===== config.mk =====
export PLATFORM = sky130hd
export DESIGN_NAME = modular_power_tower
export DESIGN_NICKNAME = d
export VERILOG_FILES = /design/src/rtl/mpt_pkg.sv /design/src/rtl/mpt_modmul.sv /design/src/rtl/modular_power_tower.sv
export SDC_FILE = /design/constraint.sdc
export NUM_CORES = 1
export LEC_CHECK = 0
export ABC_AREA = 1
export BUFFER_PORTS_ARGS = -buffer_cell sky130_fd_sc_hd__clkbuf_2
export CAP_MARGIN = 40
export CORE_MARGIN = 10
export CORE_UTILIZATION = 55
export CTS_CLUSTER_DIAMETER = 200
export CTS_CLUSTER_SIZE = 20
export DETAILED_ROUTE_END_ITERATION = 8
export GPL_TIMING_DRIVEN = 1
export PLACE_DENSITY = 0.73
export SETUP_SLACK_MARGIN = 0.5
export SYNTH_ARGS = -nofsm -noshare
export SYNTH_HDL_FRONTEND = slang
export SYNTH_HIERARCHICAL = 1
export SYNTH_SLANG_ARGS = --single-unit
export TNS_END_PERCENT = 100

===== constraint.sdc =====
create_clock -name clock -period 6.3 [get_ports clock]
set_input_delay 0.63 -clock clock [delete_from_list [all_inputs] [get_ports clock]]
set_output_delay 0.63 -clock clock [all_outputs]
set_load 0.01 [all_outputs]

===== src/rtl/mpt_pkg.sv =====
package mpt_pkg;

   localparam int ValueWidth = 30;
   localparam int StepCountWidth = 5;

   typedef logic [ValueWidth-1:0] value_type;
   typedef logic [StepCountWidth-1:0] step_count_type;

   // Moduli: the prime and its totient
   localparam value_type PrimeMod = 30'd1000000007;
   localparam value_type TotientMod = 30'd1000000006;

   // Last bit position of a 30-bit operand or exponent
   localparam step_count_type LastStep = step_count_type'(ValueWidth - 1);

   typedef enum logic [2:0] {
      ST_IDLE,
      ST_START,
      ST_WAIT,
      ST_DONE
   } state_type;

   // Control from the sequencer to one bit-serial multiplier
   typedef struct packed {
      logic start;
      logic sel_prime;
   } mul_ctl_type;

   // One compare and subtract: valid for any v below twice m
   function automatic value_type reduce_once(input value_type v, input value_type m);
      value_type r;
      r = (v >= m) ? value_type'(v - m) : v;
      return r;
   endfunction

endpackage


===== src/rtl/mpt_modmul.sv =====
module mpt_modmul (
   input  logic                clock,
   input  logic                reset,
   input  mpt_pkg::mul_ctl_type ctl,
   input  mpt_pkg::value_type  mcand,
   input  mpt_pkg::value_type  mplier,
   output logic                done,
   output mpt_pkg::value_type  product
);
   import mpt_pkg::*;

   value_type      acc_ff, acc_in;
   value_type      mcand_ff, mcand_in;
   value_type      mplier_ff, mplier_in;
   step_count_type cnt_ff, cnt_in;
   logic           busy_ff, busy_in;
   logic           done_ff, done_in;
   logic           sel_ff, sel_in;

   value_type         modulus;
   logic [ValueWidth:0] dbl;
   value_type         dbl_red;
   logic [ValueWidth:0] sum;
   value_type         sum_red;

   // One multiplier bit per cycle, most significant first: acc = 2*acc + bit*mcand mod m
   always_comb begin
      modulus = sel_ff ? PrimeMod : TotientMod;
      dbl     = {acc_ff, 1'b0};
      dbl_red = (dbl >= {1'b0, modulus}) ? ValueWidth'(dbl - {1'b0, modulus})
                                         : ValueWidth'(dbl);
      sum     = {1'b0, dbl_red} + (mplier_ff[ValueWidth-1] ? {1'b0, mcand_ff}
                                                            : {(ValueWidth+1){1'b0}});
      sum_red = (sum >= {1'b0, modulus}) ? ValueWidth'(sum - {1'b0, modulus})
                                         : ValueWidth'(sum);
   end

   // Load on start, advance while busy
   always_comb begin
      acc_in    = acc_ff;
      mcand_in  = mcand_ff;
      mplier_in = mplier_ff;
      cnt_in    = cnt_ff;
      busy_in   = busy_ff;
      sel_in    = sel_ff;
      done_in   = 1'b0;
      if (ctl.start) begin
         acc_in    = '0;
         mcand_in  = mcand;
         mplier_in = mplier;
         cnt_in    = '0;
         busy_in   = 1'b1;
         sel_in    = ctl.sel_prime;
      end else if (busy_ff) begin
         acc_in    = sum_red;
         mplier_in = {mplier_ff[ValueWidth-2:0], 1'b0};
         cnt_in    = step_count_type'(cnt_ff + 1'b1);
         if (cnt_ff == LastStep) begin
            busy_in = 1'b0;
            done_in = 1'b1;
         end
      end
   end

   always_ff @(posedge clock) begin
      if (reset) begin
         busy_ff <= 1'b0;
         done_ff <= 1'b0;
         cnt_ff  <= '0;
      end else begin
         busy_ff <= busy_in;
         done_ff <= done_in;
         cnt_ff  <= cnt_in;
      end
      acc_ff    <= acc_in;
      mcand_ff  <= mcand_in;
      mplier_ff <= mplier_in;
      sel_ff    <= sel_in;
   end

   assign done    = done_ff;
   assign product = acc_ff;

endmodule


===== src/rtl/modular_power_tower.sv =====
// Computes a^(b^c) mod 1000000007 for each request: first r = b^c mod 1000000006, then
// a^r mod 1000000007, both by right-to-left square-and-multiply over a fixed 30 exponent
// bits. Each exponent bit runs a square and a conditional multiply side by side on two
// bit-serial modular multipliers. A request is taken only while the block is idle, so no
// new request enters until the last result is loaded into the output register; the next
// request is taken the cycle after that load, even if that result has not yet been taken.
module modular_power_tower (
   input  logic        clock,
   input  logic        reset,
   input  logic        req_tvalid,
   output logic        req_tready,
   // [29:0] base, [59:30] inner_base, [89:60] inner_exponent, [95:90] zero
   input  logic [95:0] req_tdata,
   output logic        rsp_tvalid,
   input  logic        rsp_tready,
   // [29:0] power_result, [31:30] zero
   output logic [31:0] rsp_tdata
);
   import mpt_pkg::*;

   state_type      state_ff, state_in;
   value_type      acc_ff, acc_in;
   value_type      sq_ff, sq_in;
   value_type      exp_ff, exp_in;
   value_type      outer_ff, outer_in;
   step_count_type step_ff, step_in;
   logic           outer_pass_ff, outer_pass_in;
   logic           rsp_valid_ff, rsp_valid_in;
   value_type      rsp_data_ff, rsp_data_in;

   mul_ctl_type mul_ctl;
   logic        acc_done, sq_done;
   value_type   acc_prod, sq_prod;
   logic        req_fire, out_free;

   assign req_fire = req_tvalid && req_tready;
   assign out_free = !rsp_valid_ff || rsp_tready;

   // Multiply unit: acc * sq
   mpt_modmul u_mul_acc (
      .clock   (clock),
      .reset   (reset),
      .ctl     (mul_ctl),
      .mcand   (acc_ff),
      .mplier  (sq_ff),
      .done    (acc_done),
      .product (acc_prod)
   );

   // Square unit: sq * sq
   mpt_modmul u_mul_sq (
      .clock   (clock),
      .reset   (reset),
      .ctl     (mul_ctl),
      .mcand   (sq_ff),
      .mplier  (sq_ff),
      .done    (sq_done),
      .product (sq_prod)
   );

   // Next state
   always_comb begin
      state_in = state_ff;
      unique case (state_ff)
         ST_IDLE:  if (req_tvalid) state_in = ST_START;
         ST_START: state_in = ST_WAIT;
         ST_WAIT: begin
            if (sq_done) begin
               if (step_ff == LastStep && outer_pass_ff) state_in = ST_DONE;
               else state_in = ST_START;
            end
         end
         ST_DONE:  if (out_free) state_in = ST_IDLE;
         default:  state_in = ST_IDLE;
      endcase
   end

   // State outputs
   always_comb begin
      req_tready        = 1'b0;
      mul_ctl.start     = 1'b0;
      mul_ctl.sel_prime = outer_pass_ff;
      unique case (state_ff)
         ST_IDLE:  req_tready = 1'b1;
         ST_START: mul_ctl.start = 1'b1;
         ST_WAIT,
         ST_DONE:  ;
         default:  ;
      endcase
   end

   // Datapath: load operands, step the exponent, switch passes, hold the result
   always_comb begin
      acc_in        = acc_ff;
      sq_in         = sq_ff;
      exp_in        = exp_ff;
      outer_in      = outer_ff;
      step_in       = step_ff;
      outer_pass_in = outer_pass_ff;
      rsp_valid_in  = rsp_valid_ff && !rsp_tready;
      rsp_data_in   = rsp_data_ff;
      if (req_fire) begin
         outer_in      = reduce_once(req_tdata[29:0], PrimeMod);
         sq_in         = reduce_once(req_tdata[59:30], TotientMod);
         exp_in        = req_tdata[89:60];
         acc_in        = value_type'(1);
         step_in       = '0;
         outer_pass_in = 1'b0;
      end else if (state_ff == ST_WAIT && sq_done) begin
         if (exp_ff[0]) acc_in = acc_prod;
         sq_in   = sq_prod;
         exp_in  = {1'b0, exp_ff[ValueWidth-1:1]};
         step_in = step_count_type'(step_ff + 1'b1);
         if (step_ff == LastStep && !outer_pass_ff) begin
            // Inner result becomes the outer exponent
            exp_in        = exp_ff[0] ? acc_prod : acc_ff;
            sq_in         = outer_ff;
            acc_in        = value_type'(1);
            step_in       = '0;
            outer_pass_in = 1'b1;
         end
      end else if (state_ff == ST_DONE && out_free) begin
         rsp_valid_in = 1'b1;
         rsp_data_in  = acc_ff;
      end
   end

   always_ff @(posedge clock) begin
      if (reset) begin
         state_ff      <= ST_IDLE;
         rsp_valid_ff  <= 1'b0;
         step_ff       <= '0;
         outer_pass_ff <= 1'b0;
      end else begin
         state_ff      <= state_in;
         rsp_valid_ff  <= rsp_valid_in;
         step_ff       <= step_in;
         outer_pass_ff <= outer_pass_in;
      end
      acc_ff      <= acc_in;
      sq_ff       <= sq_in;
      exp_ff      <= exp_in;
      outer_ff    <= outer_in;
      rsp_data_ff <= rsp_data_in;
   end

   assign rsp_tvalid = rsp_valid_ff;
   assign rsp_tdata  = {2'b00, rsp_data_ff};

   // Both units are started together and must finish together
   a_units_in_step: assert property (@(posedge clock) disable iff (reset)
      acc_done == sq_done)
      else $error("multiply and square units out of step");

   // A result is always reduced below the prime
   a_result_range: assert property (@(posedge clock) disable iff (reset)
      rsp_valid_ff |-> (rsp_data_ff < PrimeMod))
      else $error("result not reduced");

   // Units only finish while the sequencer waits for them
   a_done_in_wait: assert property (@(posedge clock) disable iff (reset)
      sq_done |-> (state_ff == ST_WAIT))
      else $error("multiplier finished outside wait state");

   // A start always leads to waiting
   a_start_wait: assert property (@(posedge clock) disable iff (reset)
      (state_ff == ST_START) |=> (state_ff == ST_WAIT))
      else $error("start not followed by wait");

endmodule

==> out/metrics.yaml, run 1 <==
outcome: "complete, no violations"
fillers: 4604
rows: 80
vias_per_cell: 5.344
grt_use_total_pct: 26.39
p_sw_share_pct: 51.69
worstHoldStart: "req_tdata[89]"
cp.required_ns: 6.72
pre_cts_ws_ns: 0.4970
internal_power_mw: 5.791
hold_class: "in2reg"
finalCritPeriodShare_pct: 84.80
cts_made_buffers: 21
timing.hold.ws_ns: 0.3922
cts_num_sinks: 354
grt_pass1_wl_mm: 121.7
slowest_delay_ns: 0.47
syn_inst: 4100
drv_slew: 0
first_pass_iters: 6
fin_worst_skew_ns: 0.02860
rsz0062_at_grt: "yes"
design.core.area_um2: 47950
grt_antenna_before_repair: 0
diodes: 0
tns_ns: 0
cts_tree: "built"
cts-root-buf: "clkbuf_16"
postLayoutSetupSlackWorst_ns: 0.9573
placed_area_um2: 28070
die_area_um2: 57870
first_iter_violations: 3103
die_y_um: 240.6
fin_util_pct: 60.04
p_clk_share_pct: 11.6
critical-path-top-delay-family: "simple AND/OR/NAND/NOR gates"
path_buf_inv: 3
crit_path_frequent_cell: "nand2_1"
die_w_um: 240.6
drive_gt1_share_pct: 7.036
grt_start_max_net_pins: 85
cts.htree.levels: 1
power.density_nw_per_um2: 416.4
instances_no_fill: 4822
globalplace.congestion: 0.9691
worstMarginPinSlew_ns: 0.7590
p_comb_share_pct: 61.3
grt_pass1_vias: 22524
clk_pin_slew_ns: 0.10
critPathLaunchType: "register"
finalSetupViolCount: 0
hold_violations: 0
fin_area_um2: 28790
p_total_mw: 11.99
ir_drop_uv: 216.7
clock_latency_ns: 0.55
slowest_stage: "dfxtp_1"
vias: 25767
start_util_pct: 55.81
startpoint: "u_mul_sq/product[0]"
synth_warnings: 6
worst_setup_path_end_kind: "register"
drc_errors: 0
syn-cell-area_um2: 26760
final_common_cell: "nand2_1"
io_buffers: 125
clock_path_buffers: 3
cts-hold-fix-buffers: 0
slew_headroom_pct: 49.22
mostFrequentLayoutCells: "nand2_1 (1538), inv_1 (646), nor2_1 (430), nand3_1 (275), edfxtp_1 (242)"
syn_to_final_growth_pct: 7.580
grt.overflow.total: 0
drt-total-wl_mm: 78.19
placed_cells: 4781
ant_nets: 0
clock.fmax_mhz: 187.2
wl_per_cell_um: 16.22
max_cap_viol_count: 0
switching_power_mw: 6.197
io_pins: 134
criticalPathCategory: "reg2reg"
critPathMaxFanout: 50
power.leakage_nw: 14.84
period_needed_ns: 5.343
synth.avg_cell_area_um2: 6.526
hpwl_mm: 62.26
worstPathArrival_ns: 5.76
timing.rr.start: "u_mul_sq/product[0]"
num-nets-final: 4369
seq_power_share_pct: 27.1
[sequential cells by signal, indices dropped and copies added (netlist names), 2 cells and up]
name and cells:
acc_ff 30, exp_ff 30, outer_ff 30, rsp_data_ff 30
sq_ff 30, u_mul_acc/mcand_ff 30, u_mul_acc/mplier_ff 30, u_mul_acc/product 30
u_mul_sq/mcand_ff 30, u_mul_sq/mplier_ff 30, u_mul_sq/product 30, step_ff 5
u_mul_acc/cnt_ff 5, u_mul_sq/cnt_ff 5, state_ff 2
[metal layers]
metal,vias up,track usage (%),part of all wire (%)
li1,13104,-,-
met1,11541,41.56,48
met2,1033,36.92,40
met3,89,4.334,10
met4,0,4.946,1.7
met5,-,0,0
[worst paths after layout]
kind	slack, ns	cells past startpoint	to
setup reg to reg	0.96	30	u_mul_sq/product[19]
setup / recovery	0.96	30	u_mul_sq/product[19]
hold / removal	0.39	3	exp_ff[29]
hold reg to reg	0.49	0	rsp_data_ff[7]
[worst min-delay path: cells and delay by family]
kind	cells	cell delay, ns
compound gates	1	0.07
buf+inv	1	0.08
simple gates	1	0.04
[area by class of cell]
class / instances / area [um^2] / share of cell area [%]
Timing Repair Buffer: 167 / 1151 / 3.999
Tap cell: 615 / 769.5 / 2.673
Clock buffer: 36 / 581.8 / 2.021
Multi-Input combinational cell: 2996 / 14310 / 49.72
Clock inverter: 1 / 8.758 / 0.03043
Inverter: 653 / 2452 / 8.519
Sequential cell: 354 / 9510 / 33.04
[power groups by stage]
| stage | Clock [mW] | Sequential (mW) | Combinational, mW |
|---|---|---|---|
| 6_report | 1.39 | 3.25 | 7.34 |
| 4_1_cts | 1.41 | 3.24 | 7.11 |
| 3_3_place_gp | 0 | 3.28 | 7.00 |
| 2_1_floorplan | 0 | 3.15 | 5.37 |
| 3_5_place_dp | 0 | 3.29 | 7.06 |
| 5_1_grt | 1.49 | 3.29 | 8.26 |
[what timing repair did]
| action | CTS | global route |
|---|---|---|
| pin swaps | 0 | 1 |
| setup endpoints to repair | 10 | 60 |
| gates resized for setup | 1 | 20 |
| gates cloned | 0 | 1 |
| buffers inserted | 0 | 3 |
Power figures use the tool's default switching activity.
==> inputs of run 2 (changes only) <==
--- a/config.mk
+++ b/config.mk
@@ -14,7 +14,7 @@
 export CTS_CLUSTER_SIZE = 20
 export DETAILED_ROUTE_END_ITERATION = 8
 export GPL_TIMING_DRIVEN = 1
-export PLACE_DENSITY = 0.73
+export PLACE_DENSITY = 0.76
 export SETUP_SLACK_MARGIN = 0.5
 export SYNTH_ARGS = -nofsm -noshare
 export SYNTH_HDL_FRONTEND = slang
==> constraint.sdc (replaced) <==
create_clock -name clock -period 4.4 [get_ports clock]
set_input_delay 0.44 -clock clock [delete_from_list [all_inputs] [get_ports clock]]
set_output_delay 0.44 -clock clock [all_outputs]
set_load 0.01 [all_outputs]
==> out/metrics.yaml, run 2 (same netlist as run 1, synthesis figures left out) <==
postLayoutSetupSlackWorst_ns: -0.3271  # -1.284 ns
critPathMaxFanout: 7  # -86%
vias_per_cell: 5.480  # +2.6%
grt_use_total_pct: 29.24  # +2.9 points
power.density_nw_per_um2: 698.0  # +68%
worstReg2RegEnd: "u_mul_sq/product[18]"
hold_class: "in2reg"
first_pass_iters: 8  # +2
drt-total-wl_mm: 91.31  # +17%
reg2reg_setup_slack_ns: -0.33  # -1.28 ns
finalSetupViolCount: 60  # +60
slowest_delay_ns: 0.46  # about the same
die_y_um: 240.6  # unchanged
hold_path_end: "exp_ff[0]"
slowest_stage: "edfxtp_1"
mostFrequentLayoutCells: "nand2_1 (1329), inv_1 (630), buf_4 (508), nor2_1 (360), edfxtp_1 (242)"
violations: "negative setup slack"
crit_path_frequent_cell: "nand2_1"
drc_errors: 0  # unchanged
placed_cells: 5220  # +9.2%
start_util_pct: 55.81  # unchanged
max_cap_viol_count: 0  # unchanged
grt.overflow.total: 0  # unchanged
num-nets-final: 4886  # +12%
criticalPathCategory: "reg2reg"
ir_drop_uv: 396.0  # +83%
slew_headroom_pct: 40.05  # -9.2 points
fin_worst_skew_ns: 0.02631  # -0.002294 ns
globalplace.congestion: 0.9895  # +2.1%
die_w_um: 240.6  # unchanged
period_needed_ns: 4.727  # -0.6157 ns
p_total_mw: 24.82  # +110%
rr_worst_depth: 35  # +17%
grt_pass1_wl_mm: 136.0  # +12%
rows: 80  # unchanged
grt_antenna_before_repair: 1  # +1
io_pins: 134  # unchanged
first_iter_violations: 3579  # +15%
cts_num_sinks: 354  # unchanged
io_buffers: 125  # unchanged
die_area_um2: 57870  # unchanged
worstHoldStart: "req_tdata[60]"
drv_slew: 0  # unchanged
worst_setup_path_end_kind: "register"
critPathLaunchType: "register"
hold_violations: 0  # unchanged
cts.htree.levels: 1  # unchanged
finalCritPeriodShare_pct: 107.4  # +23 points
cts_made_buffers: 21  # unchanged
placed_area_um2: 31570  # +12%
worstMarginPinSlew_ns: 0.8982  # +0.1392 ns
wl_per_cell_um: 17.10  # +5.5%
timing.rr.start: "u_mul_sq/sel_ff"
grt_start_max_net_pins: 76  # -11%
ant_nets: 0  # unchanged
clk_pin_slew_ns: 0.10  # about the same
design.core.area_um2: 47950  # unchanged
hpwl_mm: 66.05  # +6.1%
vias: 29258  # +14%
min_path_cells: 3  # unchanged
fin_area_um2: 35550  # +24%
clock_latency_ns: 0.55  # about the same
drive_gt1_share_pct: 27.62  # +21 points
diodes: 0  # unchanged
syn_to_final_growth_pct: 32.86
rsz0062_at_grt: "yes"
clock_path_buffers: 3  # unchanged
outcome: "complete, but fails checks"
cp.required_ns: 4.83  # -1.89 ns
worstPathArrival_ns: 5.15  # -0.61 ns
path_buf_inv: 6  # +3
final_common_cell: "nand2_1"
cts-root-buf: "clkbuf_16"
clock.fmax_mhz: 211.5  # +13%
power.leakage_nw: 17.93  # +21%
grt_pass1_vias: 25896  # +15%
cts_tree: "built"
critical-path-top-delay-family: "simple AND/OR/NAND/NOR gates"
cts-hold-fix-buffers: 0  # unchanged
instances_no_fill: 5339  # +11%
==> run 2: changes by cell type in the layout (fill, tap and decap cells not counted), moves of 30 or more <==
cell     before   now
buf_4        30   508
nand3_1     275   214
ha_1         73    27
a21oi_2       2    40
nand2_2      37   202
a21oi_1     166   118
nand2_4       1    45
nor2_4        4    44
nor2_1      430   360
nor2_2       24    54
ha_4          0    43
nand3_2      10    57
nand2_1    1538  1329
==> run 2: timing repair <==
action                     in CTS  in global routing
setup buffers                  47                 25
gates cloned                    8                  2
setup endpoints to repair      60                 60
pin swaps                      94                204
resized for setup             282                353
==> run 2: area by class of cell <==
class                      count  area [um^2]
multi-input combinational   2998        16960
sequential                   354         9514
clock inverter                 1        8.758
clock buffer                  36        581.8
tap                          615        769.5
timing repair buffer         682         5269
inverter                     653         2452
fill                        3575        12390
==> run 2: stage by stage <==
step / setup slack (ns) / TNS, ns / utilization, % / hold slack, ns
2_1_floorplan: 0.4674 / 0 / - / 0.4256
3_3_place_gp: -0.1630 / -4.978 / 65.57 / 0.4628
3_5_place_dp: -0.2649 / -9.363 / 65.84 / 0.4767
4_1_cts: -0.09895 / -2.330 / 70.63 / 0.2027
5_1_grt: -0.5947 / -29.53 / 74.15 / 0.2265
6_report: -0.3271 / -14.34 / 74.15 / 0.2207
==> run 2: how the worst max path moves through the flow <==
stage | endpoint | start | cells past startpoint | slack [ns]
after detailed placement | u_mul_sq/product[11] | u_mul_sq/sel_ff | 32 | -0.26
after CTS | u_mul_acc/product[21] | u_mul_acc/sel_ff | 33 | -0.1
after floorplan | u_mul_acc/product[11] | u_mul_acc/sel_ff | 31 | 0.47
after global placement | u_mul_acc/product[11] | u_mul_acc/product[0] | 30 | -0.16
final | u_mul_sq/product[18] | u_mul_sq/sel_ff | 35 | -0.33
after global routing | u_mul_sq/product[18] | u_mul_sq/sel_ff | 34 | -0.59
==> run 2: where the power goes <==
| part | internal, mW | switching, mW |
|---|---|---|
| clock network | 0.909 | 1.08 |
| logic | 7.92 | 10.5 |
| registers | 4.11 | 0.328 |
==> run 2: tightest hold or removal path, cell delays in order <==
cell and delay [ns]:
clkbuf_2 0.07, nand2_1 0.05, o21ai_0 0.07
==> run 2: per-layer routing <==
layer	vias up	global-route usage, %	share of wire (%)
met4	2	7.860	3.1
met2	1452	43.61	43
met3	201	4.449	10
met5	-	0	0.018
li1	14157	-	-
met1	13446	43.17	43
